[src/sicxe_enc_pkg.sv]
`default_nettype none

package sicxe_enc_pkg;

  // Width of the location counter and the base register.
  localparam int ADDR_WIDTH = 20;
  // Width of the format-3 displacement field.
  localparam int DISP_WIDTH = 12;

  // Fixed widths of the beat fields.
  localparam int TGT_WIDTH  = 20;
  localparam int LOC_WIDTH  = 20;
  localparam int CODE_WIDTH = 32;
  localparam int NBYTES_W   = 3;

  localparam int DISP_HALF = 2 ** (DISP_WIDTH - 1);
  localparam int DISP_MAX  = (2 ** DISP_WIDTH) - 1;

  typedef logic [ADDR_WIDTH-1:0] addr_t;
  typedef logic [DISP_WIDTH-1:0] disp_t;

  typedef enum logic [3:0] {
    KIND_FMT1  = 4'd0,
    KIND_FMT2  = 4'd1,
    KIND_FMT3  = 4'd2,
    KIND_FMT4  = 4'd3,
    KIND_START = 4'd4,
    KIND_BASE  = 4'd5,
    KIND_RESW  = 4'd6,
    KIND_RESB  = 4'd7,
    KIND_BYTE  = 4'd8,
    KIND_END   = 4'd9
  } kind_e;

  typedef enum logic [1:0] {
    MODE_SIMPLE   = 2'd0,
    MODE_IMMED    = 2'd1,
    MODE_INDIRECT = 2'd2
  } mode_e;

  // Relative-addressing choice, written into the b and p flag bits.
  typedef enum logic [1:0] {
    REL_NONE = 2'b00,
    REL_PC   = 2'b01,
    REL_BASE = 2'b10
  } rel_e;

  // One parsed source statement.
  typedef struct packed {
    logic [3:0]           kind;
    logic [7:0]           op_byte;
    logic [1:0]           addr_mode;
    logic                 indexed;
    logic [3:0]           reg1;
    logic [3:0]           reg2;
    logic [TGT_WIDTH-1:0] target;
  } item_t;

  // One result beat.
  typedef struct packed {
    logic [LOC_WIDTH-1:0]  location;
    logic [CODE_WIDTH-1:0] object_code;
    logic [NBYTES_W-1:0]   code_bytes;
    logic                  status;
  } result_t;

  // State update requested by one statement.
  typedef struct packed {
    addr_t lc_next;
    logic  base_wr;
    addr_t base_next;
  } upd_t;

  // Outcome of the format-3 displacement search.
  typedef struct packed {
    rel_e  rel;
    disp_t disp;
    logic  err;
  } rel_t;

endpackage

`default_nettype wire

[src/sicxe_object_code_encoder_core.sv]
// Channel   Direction  Handshake                   Beat fields
// in        sink       in_valid_i / in_ready_o     kind, op_byte, addr_mode, indexed,
//                                                  reg1, reg2, target
// out       source     out_valid_o / out_ready_i   location, object_code, code_bytes, status
//
// One statement per cycle sustained while the sink takes each beat. The input register
// holds the statement, the encoder and the location counter update sit between it and
// the output register, so the PC-relative subtraction and its range compare set the
// cycle.
// Reset (rst_ni low, asynchronous) empties both registers and clears the location
// counter, the base register and the base-declared flag.
// A stalled output beat holds the input register; input is refused only while both are
// full and the output beat is not taken.
`default_nettype none

module sicxe_object_code_encoder_core (
  input  logic                                    clk_i,
  input  logic                                    rst_ni,
  input  logic                                    in_valid_i,
  output logic                                    in_ready_o,
  input  logic [3:0]                              kind_i,
  input  logic [7:0]                              op_byte_i,
  input  logic [1:0]                              addr_mode_i,
  input  logic                                    indexed_i,
  input  logic [3:0]                              reg1_i,
  input  logic [3:0]                              reg2_i,
  input  logic [sicxe_enc_pkg::TGT_WIDTH-1:0]     target_i,
  output logic                                    out_valid_o,
  input  logic                                    out_ready_i,
  output logic [sicxe_enc_pkg::LOC_WIDTH-1:0]     location_o,
  output logic [sicxe_enc_pkg::CODE_WIDTH-1:0]    object_code_o,
  output logic [sicxe_enc_pkg::NBYTES_W-1:0]      code_bytes_o,
  output logic                                    status_o
);
  import sicxe_enc_pkg::*;

  // Input register: one parsed statement waiting to be encoded.
  logic    in_valid_q;
  item_t   item_d;
  item_t   item_q;

  // Assembler state.
  addr_t   lc_q;
  addr_t   base_q;
  logic    base_set_q;

  // Output register.
  logic    out_valid_q;
  result_t res_d;
  result_t res_q;

  upd_t    upd;
  logic    out_load;

  assign item_d = '{kind: kind_i, op_byte: op_byte_i, addr_mode: addr_mode_i,
                    indexed: indexed_i, reg1: reg1_i, reg2: reg2_i, target: target_i};

  // The held statement moves on whenever the output register is empty or being drained,
  // and the input register refills in the same cycle.
  assign out_load   = in_valid_q && (!out_valid_q || out_ready_i);
  assign in_ready_o = !in_valid_q || out_load;

  sicxe_enc_format u_format (
    .item_i     (item_q),
    .lc_i       (lc_q),
    .base_i     (base_q),
    .base_set_i (base_set_q),
    .res_o      (res_d),
    .upd_o      (upd)
  );

  always_ff @(posedge clk_i or negedge rst_ni) begin
    if (!rst_ni) begin
      in_valid_q  <= 1'b0;
      out_valid_q <= 1'b0;
      lc_q        <= '0;
      base_q      <= '0;
      base_set_q  <= 1'b0;
    end else begin
      if (in_ready_o) begin
        in_valid_q <= in_valid_i;
      end
      if (out_load) begin
        out_valid_q <= 1'b1;
      end else if (out_ready_i) begin
        out_valid_q <= 1'b0;
      end
      // State advances exactly once per statement, as it leaves the input register.
      if (out_load) begin
        lc_q <= upd.lc_next;
        if (upd.base_wr) begin
          base_q     <= upd.base_next;
          base_set_q <= 1'b1;
        end
      end
    end
  end

  // Payload registers carry no reset.
  always_ff @(posedge clk_i) begin
    if (in_valid_i && in_ready_o) begin
      item_q <= item_d;
    end
    if (out_load) begin
      res_q <= res_d;
    end
  end

  assign out_valid_o   = out_valid_q;
  assign location_o    = res_q.location;
  assign object_code_o = res_q.object_code;
  assign code_bytes_o  = res_q.code_bytes;
  assign status_o      = res_q.status;

endmodule

`default_nettype wire

[src/sicxe_enc_disp.sv]
`default_nettype none

module sicxe_enc_disp (
  input  sicxe_enc_pkg::addr_t lc_i,
  input  sicxe_enc_pkg::addr_t base_i,
  input  logic                 base_set_i,
  input  sicxe_enc_pkg::addr_t tgt_i,
  output sicxe_enc_pkg::rel_t  rel_o
);
  import sicxe_enc_pkg::*;

  localparam addr_t PcStep  = addr_t'(3);
  localparam addr_t PcPosLt = addr_t'(DISP_HALF);
  localparam addr_t PcNegGe = addr_t'((2 ** ADDR_WIDTH) - DISP_HALF);
  localparam addr_t BaseMax = addr_t'(DISP_MAX);

  addr_t pc_disp;
  addr_t base_disp;
  logic  pc_fits;
  logic  base_fits;

  // Both differences wrap at the counter width; the PC one is read as two's complement, the base one as unsigned.
  assign pc_disp   = tgt_i - (lc_i + PcStep);
  assign base_disp = tgt_i - base_i;
  assign pc_fits   = (pc_disp < PcPosLt) || (pc_disp >= PcNegGe);
  assign base_fits = base_set_i && (base_disp <= BaseMax);

  always_comb begin
    rel_o = '{rel: REL_NONE, disp: '0, err: 1'b0};
    priority if (pc_fits) begin
      rel_o.rel  = REL_PC;
      rel_o.disp = pc_disp[DISP_WIDTH-1:0];
    end else if (base_fits) begin
      rel_o.rel  = REL_BASE;
      rel_o.disp = base_disp[DISP_WIDTH-1:0];
    end else begin
      rel_o.err = 1'b1;
    end
  end

endmodule

`default_nettype wire

[src/sicxe_enc_format.sv]
`default_nettype none

module sicxe_enc_format (
  input  sicxe_enc_pkg::item_t   item_i,
  input  sicxe_enc_pkg::addr_t   lc_i,
  input  sicxe_enc_pkg::addr_t   base_i,
  input  logic                   base_set_i,
  output sicxe_enc_pkg::result_t res_o,
  output sicxe_enc_pkg::upd_t    upd_o
);
  import sicxe_enc_pkg::*;

  addr_t      tgt_a;
  addr_t      loc;
  addr_t      adv;
  logic [1:0] ni;
  rel_t       rel;

  assign tgt_a = addr_t'(item_i.target);

  // Unused mode code 3 falls back to simple addressing.
  always_comb begin
    unique case (mode_e'(item_i.addr_mode))
      MODE_IMMED:    ni = 2'b01;
      MODE_INDIRECT: ni = 2'b10;
      default:       ni = 2'b11;
    endcase
  end

  sicxe_enc_disp u_disp (
    .lc_i       (lc_i),
    .base_i     (base_i),
    .base_set_i (base_set_i),
    .tgt_i      (tgt_a),
    .rel_o      (rel)
  );

  always_comb begin
    res_o.object_code = '0;
    res_o.code_bytes  = '0;
    res_o.status      = 1'b0;
    adv               = '0;
    loc               = lc_i;
    upd_o.base_wr     = 1'b0;
    upd_o.base_next   = tgt_a;
    unique case (kind_e'(item_i.kind))
      KIND_FMT1: begin
        res_o.object_code = CODE_WIDTH'(item_i.op_byte);
        res_o.code_bytes  = NBYTES_W'(1);
        adv               = addr_t'(1);
      end
      KIND_FMT2: begin
        res_o.object_code = CODE_WIDTH'({item_i.op_byte, item_i.reg1, item_i.reg2});
        res_o.code_bytes  = NBYTES_W'(2);
        adv               = addr_t'(2);
      end
      KIND_FMT3: begin
        res_o.object_code = CODE_WIDTH'({item_i.op_byte[7:2], ni, item_i.indexed,
                                         rel.rel, 1'b0, rel.disp});
        res_o.code_bytes  = NBYTES_W'(3);
        res_o.status      = rel.err;
        adv               = addr_t'(3);
      end
      KIND_FMT4: begin
        res_o.object_code = CODE_WIDTH'({item_i.op_byte[7:2], ni, item_i.indexed,
                                         REL_NONE, 1'b1, item_i.target});
        res_o.code_bytes  = NBYTES_W'(4);
        adv               = addr_t'(4);
      end
      KIND_START: loc = tgt_a;
      KIND_BASE:  upd_o.base_wr = 1'b1;
      KIND_RESW:  adv = (tgt_a << 1) + tgt_a;
      KIND_RESB,
      KIND_BYTE:  adv = tgt_a;
      default: ;
    endcase
    res_o.location = LOC_WIDTH'(loc);
    upd_o.lc_next  = loc + adv;
  end

endmodule

`default_nettype wire

[config.mk]
export PLATFORM = sky130hd
export DESIGN_NAME = sicxe_object_code_encoder_core
export DESIGN_NICKNAME = d
export VERILOG_FILES = /design/src/sicxe_enc_pkg.sv /design/src/sicxe_object_code_encoder_core.sv /design/src/sicxe_enc_disp.sv /design/src/sicxe_enc_format.sv
export SDC_FILE = /design/constraint.sdc
export NUM_CORES = 1
export LEC_CHECK = 0
export ABC_AREA = 1
export BUFFER_PORTS_ARGS = -buffer_cell sky130_fd_sc_hd__buf_2
export CELL_PAD_IN_SITES_DETAIL_PLACEMENT = 1
export CELL_PAD_IN_SITES_GLOBAL_PLACEMENT = 1
export CORE_ASPECT_RATIO = 0.8
export CORE_UTILIZATION = 30
export CTS_CLUSTER_SIZE = 30
export DETAILED_ROUTE_END_ITERATION = 8
export PLACE_DENSITY = 0.66
export SLEW_MARGIN = 15
export SYNTH_ARGS = -nofsm -noshare
export SYNTH_HDL_FRONTEND = slang
export SYNTH_SLANG_ARGS = --single-unit
[constraint.sdc]
create_clock -name clk_i -period 11.2 [get_ports clk_i]
set_clock_uncertainty 0.05 [all_clocks]
set_input_delay 2.24 -clock clk_i [delete_from_list [all_inputs] [get_ports clk_i]]
set_output_delay 2.24 -clock clk_i [all_outputs]
set_load 0.005 [all_outputs]
==> results of run 1 <==
## layout make-up
cell class / count / area [sq um]
Fill cell: 4390 / 22600
Multi-Input combinational cell: 1017 / 5630
Sequential cell: 142 / 4050
Inverter: 241 / 905
Tap cell: 472 / 591
Timing Repair Buffer: 111 / 573
Clock buffer: 18 / 429
Clock inverter: 14 / 206
## cell usage in the layout (no fill, tap or decap), types with 19 or more instances in the layout
| master | n |
|---|---|
| nand2_1 | 398 |
| inv_1 | 233 |
| buf_2 | 104 |
| nor2_1 | 99 |
| edfxtp_1 | 99 |
| ha_1 | 93 |
| o21ai_0 | 91 |
| nand3_1 | 80 |
| a21oi_1 | 75 |
| dfrtp_1 | 43 |
| xor2_1 | 21 |
| nand4_1 | 20 |
| o22ai_1 | 19 |
## metal layers
| metal | GRT usage, % | part of all wire [%] | wire, um | vias to the layer above |
|---|---|---|---|---|
| met5 | 0 | 0 | 0 | - |
| met4 | 4.60 | 1.1 | 410 | 0 |
| met3 | 3.12 | 4.3 | 1600 | 25 |
| met2 | 32.2 | 42 | 15700 | 230 |
| met1 | 30.9 | 52 | 19300 | 4694 |
| li1 | - | - | - | 4884 |
## sequential cells by signal (all words and copies together) (netlist names)
name / flops
object_code_o: 32
base_set_q: 1
lc_q: 20
base_q: 20
in_valid_q: 1
location_o: 20
code_bytes_o: 3
item_q: 43
out_valid_o: 1
status_o: 1
## cell families after synthesis
family,share of synthesized area [%]
XOR/XNOR,2.54
adder cells (fa/ha/maj),11.6
AND/OR/NAND/NOR,27.4
buffers and inverters,9.54
flip-flops,37.8
AO/OA/AOI/OAI,11.1
## power breakdown
group          switching (W)  total [W]  internal, W
clock network       0.000247   0.000624     0.000377
registers          0.0000820   0.000773     0.000691
logic                0.00109    0.00161     0.000522
total                0.00142    0.00301      0.00159
## worst reg2reg max path, stage by stage, from the launching register on
cell      delay, ps
edfxtp_1        490
nor2_1          250
inv_1           110
nor2_1          730
clkinv_1        580
o22ai_1         310
ha_1            340
a21oi_1         210
o21ai_0         150
a21oi_1         290
o21ai_0         300
a21oi_1         280
o21ai_0         140
or2_2           290
nand3_1          70
nand2_1          60
## worst max-delay path by stage
stage | startpoint | endpoint | cells past startpoint
after CTS | out_ready_i | in_ready_o | 4
final | out_ready_i | in_ready_o | 4
after global placement | out_ready_i | base_q[15] | 10
after detailed placement | out_ready_i | base_q[17] | 10
after global routing | out_ready_i | base_q[17] | 10
after floorplan | out_ready_i | code_bytes_o[0] | 5
## metrics by stage
stage	power (W)	util [%]	hold WS (ps)
after floorplan	0.00189	-	403
after global placement	0.00233	33.6	420
after detailed placement	0.00238	33.6	424
after CTS	0.00302	35.4	438
after global routing	0.00327	35.4	454
final	0.00301	35.4	433
==> impl_metrics.py, run 1 <==
metrics = {
    "die": {
        "fp.dieW_um": 213,
        "initial_core_util_pct": 30.6,
        "io_pins": 105,
        "die_h_um": 171,
        "die_area_sq_mm": 0.0364,
        "core_area_sq_mm": 0.0350,
        "num_rows": 61,
    },
    "global_routing": {
        "first_global_vias": 10000,
        "grt_max_degree": 44,
        "grt_usage_pct": 21.0,
        "grt_antenna_before_repair": 0,
        "overflow": 0,
        "grt_pass1_wl_um": 57500,
    },
    "sta": {
        "rsz0062_at_grt": "false",
        "report.final.slew_viol_count": 0,
        "fmax_mhz": 203,
        "fin_ws_ps": 6270,
        "worst_pin_slew_ps": 1110,
        "period_needed_ps": 4930,
        "finalSetupViolations": 0,
        "final-hold-violation-count": 0,
        "fin_crit_sh_pct": 44.0,
        "max-slew-margin-rel_pct": 25.8,
        "setup_tns_ps": 0,
    },
    "place": {
        "dpl.hpwl_um": 29500,
        "portBuffers": 104,
        "place_congestion": 0.905,
        "place_area_sq_mm": 0.0118,
        "dp_slack_ps": 5900,
        "placed_cells": 1983,
    },
    "synth": {
        "syn_inst": 1422,
        "synthArstFlopShare_pct": 30.3,
        "syn_area_per_cell_sq_um": 7.53,
        "ys_top_cells_by_count": "nand2_1, inv_1, edfxtp_1, nor2_1, ha_1",
        "synth_ff_type": "edfxtp_1",
        "synth.net_count": 1566,
        "synth_most_common_cell": "nand2_1",
        "ys_ff_latch": 142,
        "synth_cell_types": 47,
        "synth_top_cell_by_area": "edfxtp_1",
        "yosys-top-cells-area": "edfxtp_1, nand2_1, ha_1, dfrtp_1, inv_1",
        "synth_top_area_share_pct": 27.8,
        "yosys_warnings": 0,
        "ys_seq_area_share_pct": 37.8,
        "synth-edff-count": 99,
        "mappedNetlistArea_sq_mm": 0.0107,
    },
    "worst_setup_path": {
        "r2r_slack_ps": 6440,
        "setup.worst_path.start_class": "input port",
        "cp_common_cell": "buf_2",
        "cp_cell_sequence": "buf_2 -> inv_1 -> nand3_1 -> buf_2",
        "path_max_fanout": 3,
        "path_delay_family": "buffers and inverters",
        "path_buf_inv": 3,
        "cpPeakStageDelay_ps": 150,
        "r2r_cells": 15,
        "cpMaxStageDelayCell": "buf_2",
        "critPathRequiredTime_ps": 8910,
        "timing.rr.end": "lc_q[16]",
        "crit_arrival_ps": 2640,
        "r2r_start": "item_q[39]",
        "end_kind": "primary output",
        "critPathKind": "input port to primary output",
    },
    "detailed_routing": {
        "drt_pass1_iterations": 5,
        "postRouteAntennaNets": 0,
        "vias": 9833,
        "drc": 0,
        "wl_per_cell_um": 18.4,
        "vias_per_cell": 4.88,
        "drtIter0Drc": 662,
        "wl_um": 37000,
    },
    "run": {
        "drv_cap": 0,
    },
    "clocking": {
        "cts_hold_buf": 0,
        "cts_sinks": 142,
        "post_cts_buffers": 0,
        "cts_resized": 0,
        "cts_htree_levels": 4,
        "clk_path_buf_depth": 2,
        "cts_buffers": 17,
        "cts_tree": "yes",
        "clock_latency_ps": 450,
        "path_clk_slew_ps": 60,
        "ctsRootBufferMaster": "clkbuf_16",
    },
    "cells_and_area": {
        "nets": 1674,
        "layout-drive-gt1-share_pct": 13.0,
        "area_growth_syn_to_layout_pct": 15.7,
        "stdcell_area_sq_mm": 0.0124,
        "antennaDiodeCount": 0,
        "fin_cells": 2015,
    },
    "status": {
        "status": "finished clean",
    },
    "min_path": {
        "holdPathEnd": "base_q[4]",
        "hp-class": "flop to flop",
        "holdPathStages": 2,
        "hold_path.startpoint": "base_q[4]",
    },
    "pwr": {
        "power.leakage_nw": 6.12,
        "ir_worst_vdd_uv": 74.9,
        "power_density_mw_per_mm2": 243,
    },
}
(Power assumes the default switching activity.)
==> run 2, diff against run 1 <==
--- a/config.mk
+++ b/config.mk
@@ -5,7 +5,7 @@
 export SDC_FILE = /design/constraint.sdc
 export NUM_CORES = 1
 export LEC_CHECK = 0
-export ABC_AREA = 1
+export ABC_AREA = 0
 export BUFFER_PORTS_ARGS = -buffer_cell sky130_fd_sc_hd__buf_2
 export CELL_PAD_IN_SITES_DETAIL_PLACEMENT = 1
 export CELL_PAD_IN_SITES_GLOBAL_PLACEMENT = 1
@@ -13,7 +13,7 @@
 export CORE_UTILIZATION = 30
 export CTS_CLUSTER_SIZE = 30
 export DETAILED_ROUTE_END_ITERATION = 8
-export PLACE_DENSITY = 0.66
+export PLACE_DENSITY = 0.64
 export SLEW_MARGIN = 15
 export SYNTH_ARGS = -nofsm -noshare
 export SYNTH_HDL_FRONTEND = slang
==> constraint.sdc (replaced) <==
create_clock -name clk_i -period 4.9 [get_ports clk_i]
set_clock_uncertainty 0.05 [all_clocks]
set_input_delay 0.98 -clock clk_i [delete_from_list [all_inputs] [get_ports clk_i]]
set_output_delay 0.98 -clock clk_i [all_outputs]
set_load 0.005 [all_outputs]
==> run 2 against run 1 <==
Compared with the run above: via count shrank 22%; wire length down 21%; first-iteration DRC count decreased by 44%; non-clock buffer count is 21 higher; hold slack lost 9.6 ps; combinational power increased by 52%; die area is 9.3% lower; sequential power increased by 120%; count of clock-buffer cells in the layout is the same; synthesized area decreased by 9.4%; final cell count fell by 23%; highest routed layer unchanged.
==> impl_metrics.py, run 2 <==
metrics = {
    "status": {
        "status": "finished clean",
    },
    "cells_and_area": {
        "layout-drive-gt1-share_pct": 17.9,
        "area_growth_syn_to_layout_pct": 18.2,
        "antennaDiodeCount": 0,
        "stdcell_area_sq_mm": 0.0115,
        "layout_common_cells": "buf_2, edfxtp_1, inv_1",
        "largest_reg_flops": 43,
        "layout_commonest_cell": "buf_2",
        "largest-register": "item_q",
        "nets": 1257,
    },
    "min_path": {
        "hp-class": "flop to flop",
    },
    "sta": {
        "fmax_mhz": 224,
        "report.final.slew_viol_count": 0,
        "worst_pin_slew_ps": 802,
        "setup_tns_ps": 0,
        "hold_slack_ps": 423,
        "period_needed_ps": 4470,
        "final-hold-violation-count": 0,
        "fin_crit_sh_pct": 91.2,
        "max-slew-margin-rel_pct": 46.5,
        "rsz0062_at_grt": "false",
        "finalSetupViolations": 0,
    },
    "die": {
        "die_h_um": 163,
        "die_area_sq_mm": 0.0330,
        "fp.dieW_um": 203,
        "num_rows": 58,
        "core_area_sq_mm": 0.0316,
        "initial_core_util_pct": 30.6,
        "io_pins": 105,
    },
    "synth": {
        "syn_area_per_cell_sq_um": 9.78,
        "syn_inst": 991,
        "ys_seq_area_share_pct": 41.8,
        "yosys_warnings": 0,
        "synth.net_count": 1135,
        "synth_most_common_cell": "edfxtp_1",
        "synthArstFlopShare_pct": 30.3,
        "synth_ff_type": "edfxtp_1",
        "mappedNetlistArea_sq_mm": 0.00969,
        "synth_top_area_share_pct": 30.7,
        "synth_cell_types": 59,
        "synth_top_cell_by_area": "edfxtp_1",
        "yosys-top-cells-area": "edfxtp_1, ha_1, dfrtp_1, o21ai_0, inv_1",
        "ys_ff_latch": 142,
        "ys_top_cells_by_count": "edfxtp_1, inv_1, ha_1",
        "synth-edff-count": 99,
    },
    "pwr": {
        "ir_worst_vdd_uv": 175,
        "power_density_mw_per_mm2": 480,
        "power.leakage_nw": 5.03,
    },
    "detailed_routing": {
        "drtIter0Drc": 374,
        "drt_pass1_iterations": 5,
        "wl_per_cell_um": 19.0,
        "drc": 0,
        "wl_um": 29300,
        "vias": 7708,
        "postRouteAntennaNets": 0,
        "vias_per_cell": 4.99,
    },
    "clocking": {
        "cts_tree": "yes",
        "cts_sinks": 142,
        "clk_path_buf_depth": 2,
        "cts_buffers": 17,
        "ctsRootBufferMaster": "clkbuf_16",
        "clock_latency_ps": 450,
        "path_clk_slew_ps": 60,
        "cts_hold_buf": 0,
        "cts_resized": 0,
        "cts_htree_levels": 4,
    },
    "worst_setup_path": {
        "cpMaxStageDelayCell": "edfxtp_1",
        "cp_common_cell": "a21oi_1",
        "critPathKind": "flop to flop",
        "crit_arrival_ps": 4740,
        "setup.worst_path.start_class": "flop",
        "path_max_fanout": 6,
        "critPathRequiredTime_ps": 5170,
        "cpPeakStageDelay_ps": 480,
        "cp_cell_sequence": "ha_1 -> a21o_1 -> a21oi_1 -> o21bai_1 -> a21oi_1 -> o31a_1 -> o21ai_0 -> o31ai_1 -> ha_1 -> nand4_1 -> nor2_1 -> a21oi_1 -> o31ai_1 -> o41ai_1 -> buf_4 -> o2111ai_1 -> a21oi_1 -> xnor2_1 -> xnor2_1 -> o21ai_0",
        "end_kind": "flop",
    },
    "place": {
        "place_area_sq_mm": 0.0108,
        "portBuffers": 104,
        "place_congestion": 0.876,
        "dpl.hpwl_um": 22600,
    },
    "global_routing": {
        "grt_usage_pct": 18.4,
        "grt_max_degree": 59,
        "overflow": 0,
        "first_global_vias": 7938,
        "grt_antenna_before_repair": 0,
        "grt_pass1_wl_um": 45900,
    },
    "run": {
        "drv_cap": 0,
    },
}
-- run 2: changes by cell type after synthesis, moves of 18 or more --
cell      delta
and3_1      +19
inv_1      -137
mux2_2      +21
nand2_1    -307
nand3_1     -69
nor2_1      -48
o211ai_1    +28
o22ai_1     -18
xnor2_1     +22
-- run 2: per-layer routing --
layer | routed length, um | up-vias | track usage [%]
met2 | 12400 | 125 | 27.6
met5 | 0 | - | 0
li1 | - | 3813 | -
met3 | 1120 | 19 | 3.82
met1 | 15400 | 3751 | 26.8
met4 | 297 | 0 | 4.48
-- run 2: final timing paths --
kind                       startpoint         end  slack, ps  depth (start not counted)
max                         item_q[1]    lc_q[19]        430                         20
min                        base_set_q  base_set_q        420                          1
max reg2reg                 item_q[1]    lc_q[19]        430                         20
min reg2reg                base_set_q  base_set_q        420                          1
max in group asynchronous      rst_ni   base_q[6]       3750                          2
min in group asynchronous      rst_ni    lc_q[16]        600                          2
-- run 2: area by class of cell --
cell class                      count  area (sq um)
Clock buffer                       18           429
Clock inverter                     12           171
Fill cell                        3693         20200
Inverter                           98           368
Multi-Input combinational cell    722          5170
Sequential cell                   142          4050
Tap cell                          420           526
Timing Repair Buffer              132           743
-- run 2: repair_timing --
| item | in CTS | in global routing |
|---|---|---|
| endpoints found under the hold margin | 0 | 0 |
| endpoints found under the setup margin | 0 | 2 |
| buffers inserted | 0 | 2 |
-- run 2: per-stage QoR --
stage	std cells	power [W]	setup WS, ps	utilization (%)
floorplan	991	0.00345	738	-
global placement	1512	0.00409	371	34.3
detailed placement	1512	0.00415	300	34.3
CTS	1542	0.00554	255	36.2
global route	1544	0.00590	44.0	36.2
finish	1544	0.00550	430	36.2
-- run 2: kinds of logic (layout without fill, tap and decap cells) --
kind of cell	Yosys count	after routing	synth area share [%]
AO/OA/AOI/OAI	274	274	18.1
AND/OR/NAND/NOR	252	252	12.6
flip-flops	142	142	41.8
buffers and inverters	127	260	5.00
adder cells (fa/ha/maj)	97	97	12.8
XOR/XNOR	64	64	5.78
multiplexers	35	35	3.89
-- run 2: where the power goes --
| part | switching [W] | leakage [nW] | total (W) | internal [W] |
|---|---|---|---|---|
| logic | 0.00141 | 3.23 | 0.00244 | 0.00103 |
| registers | 0.000182 | 1.51 | 0.00171 | 0.00153 |
| clock network | 0.000510 | 0.291 | 0.00135 | 0.000841 |
| total | 0.00210 | 5.03 | 0.00550 | 0.00340 |
-- run 2: critical path, delay by kind of cell (launching register included) --
kind,cells,cell delay [ps]
compound gates,13,2470
fa+ha+maj,2,680
flops,1,480
xor+xnor,2,290
simple gates,2,190
buf+inv,1,190
==> run 3, diff against run 2 <==
--- a/config.mk
+++ b/config.mk
@@ -5,7 +5,7 @@
 export SDC_FILE = /design/constraint.sdc
 export NUM_CORES = 1
 export LEC_CHECK = 0
-export ABC_AREA = 0
+export ABC_AREA = 1
 export BUFFER_PORTS_ARGS = -buffer_cell sky130_fd_sc_hd__buf_2
 export CELL_PAD_IN_SITES_DETAIL_PLACEMENT = 1
 export CELL_PAD_IN_SITES_GLOBAL_PLACEMENT = 1
@@ -13,7 +13,7 @@
 export CORE_UTILIZATION = 30
 export CTS_CLUSTER_SIZE = 30
 export DETAILED_ROUTE_END_ITERATION = 8
-export PLACE_DENSITY = 0.64
+export PLACE_DENSITY = 0.66
 export SLEW_MARGIN = 15
 export SYNTH_ARGS = -nofsm -noshare
 export SYNTH_HDL_FRONTEND = slang
==> run 3 against run 2 <==
Compared with the run above: critical path depth increased by 3; total power increased by 24%; first-iteration DRC count increased by 74%; hold slack improved by 13 ps; core utilization decreased by 0.78 points; combinational power increased by 54%; worst setup slack improved by 250 ps; sequential power increased by 3%; global-route usage increased by 3.3 points; wire length increased by 31%; cell area increased by 8.1%; critical path type unchanged.
==> impl_metrics.py, run 3 (synthesis results as in run 1) <==
metrics = {
    "status": {
        "status": "finished clean",
    },
    "cells_and_area": {
        "antennaDiodeCount": 0,
        "final_util_pct": 35.4,
        "layout-drive-gt1-share_pct": 13.5,
        "nets": 1682,
        "largest_reg_flops": 43,
        "multi_input_area_sq_mm": 0.00563,
        "fillers": 4409,
        "largest-register": "item_q",
        "layout_common_cells": "nand2_1, inv_1, buf_2",
        "layout_commonest_cell": "nand2_1",
        "layout.area.seq_sq_mm": 0.00405,
        "area_growth_syn_to_layout_pct": 15.7,
    },
    "global_routing": {
        "use_met2_pct": 33.0,
        "grt_max_degree": 44,
        "first_global_vias": 9935,
        "busiest_layer": "met2",
        "grt_usage_pct": 21.7,
        "grt.met1_usage_pct": 31.5,
        "grt_antenna_before_repair": 0,
        "overflow": 0,
        "grt_util_met3_pct": 4.06,
        "grt_pass1_wl_um": 58400,
    },
    "clocking": {
        "cts_buffers": 17,
        "ctsRootBufferMaster": "clkbuf_16",
        "post_cts_buffers": 0,
        "clk_path_buf_depth": 2,
        "cts_resized": 0,
        "cts_sinks": 142,
        "path_clk_slew_ps": 70,
        "cts_tree": "yes",
        "cts_hold_buf": 0,
        "cts_htree_levels": 4,
        "clock_latency_ps": 460,
    },
    "sta": {
        "final-hold-violation-count": 0,
        "fmax_mhz": 237,
        "finalSetupViolations": 0,
        "period_needed_ps": 4220,
        "worst_pin_slew_ps": 1040,
        "fin_ws_ps": 676,
        "report.final.slew_viol_count": 0,
        "setup_tns_ps": 0,
        "rsz0062_at_grt": "false",
        "hold_slack_ps": 436,
        "fin_crit_sh_pct": 86.2,
        "max-slew-margin-rel_pct": 30.4,
    },
    "pwr": {
        "switching_power_w": 0.00331,
        "power.leakage_nw": 6.13,
        "internal_power_w": 0.00350,
        "pwr-share-seq_pct": 25.8,
        "ir_worst_vdd_uv": 234,
        "power_density_mw_per_mm2": 550,
        "combPwrFrac_pct": 55.0,
        "p_sw_share_pct": 48.6,
        "power_w": 0.00681,
        "p_clk_share_pct": 19.2,
    },
    "die": {
        "core_area_sq_mm": 0.0350,
        "initial_core_util_pct": 30.6,
        "die_area_sq_mm": 0.0364,
        "io_pins": 105,
        "die_h_um": 171,
        "fp.dieW_um": 213,
        "num_rows": 61,
    },
    "run": {
        "drv_cap": 0,
    },
    "detailed_routing": {
        "vias_per_cell": 4.88,
        "vias": 9864,
        "drtIter0Drc": 652,
        "drt_pass1_iterations": 5,
        "postRouteAntennaNets": 0,
        "drc": 0,
        "wl_per_cell_um": 18.9,
        "wl_um": 38300,
    },
    "min_path": {
        "hp-class": "flop to flop",
    },
    "worst_setup_path": {
        "setup.worst_path.start_class": "flop",
        "crit_arrival_ps": 4560,
        "path_max_fanout": 5,
        "critPathKind": "flop to flop",
        "critPathRequiredTime_ps": 5240,
        "end_kind": "flop",
    },
    "place": {
        "dpl.hpwl_um": 31300,
        "dp_slack_ps": 770,
        "place_congestion": 0.888,
        "portBuffers": 104,
    },
}
## run 3: power groups by stage
| stage | combinational (W) | clock (W) | sequential (W) |
|---|---|---|---|
| 5_1_grt | 0.00423 | 0.00137 | 0.00178 |
| 2_1_floorplan | 0.00259 | 0 | 0.00172 |
| 6_report | 0.00375 | 0.00130 | 0.00176 |
| 4_1_cts | 0.00377 | 0.00133 | 0.00176 |
| 3_3_place_gp | 0.00366 | 0 | 0.00177 |
| 3_5_place_dp | 0.00374 | 0 | 0.00178 |
## run 3: path summary, 6_finish.rpt
| path | from | end | slack (ps) | cells past startpoint |
|---|---|---|---|---|
| min | base_q[2] | base_q[2] | 440 | 2 |
| min in group asynchronous | rst_ni | base_q[15] | 590 | 2 |
| max in group asynchronous | rst_ni | lc_q[9] | 3770 | 2 |
| max reg2reg | item_q[2] | lc_q[19] | 680 | 23 |
| max | item_q[2] | lc_q[19] | 680 | 23 |
| min reg2reg | base_q[2] | base_q[2] | 440 | 2 |
## run 3: final cells by class
class / instances / area share [%]
tap: 472 / 4.77
inverter: 241 / 7.30
multi-input combinational: 1017 / 45.5
sequential: 142 / 32.7
clock buffer: 18 / 3.47
clock inverter: 14 / 1.18
timing repair buffer: 119 / 5.11
## run 3: through the flow
stage	instance area (sq um)	std cells
floorplan	10700	1422
global placement	11800	1991
detailed placement	11800	1991
CTS	12400	2023
global route	12400	2023
finish	12400	2023
## run 3: worst max-delay path, stage by stage (launching register included)
cell and delay, ps:
edfxtp_1 480, ha_1 420, nand3_1 90, nand2_1 90, nand2_1 70, a31oi_1 280, inv_1 100, nor2_1 100
nor2_1 70, o21ai_0 280, a21oi_1 100, o21ai_0 90, o21ai_0 120, ha_1 410, nand2_1 140, nor2_1 160
nand2_1 70, o21ai_0 300, a21oi_1 180, nand2b_1 210, and2_1 160, nand2_1 70, nand3_1 80, nand2_1 70
## run 3: metal layers
metal | wire length, um | up-vias
met5 | 0 | -
met4 | 466 | 0
met3 | 1880 | 28
met2 | 16200 | 219
li1 | - | 4890
met1 | 19700 | 4727
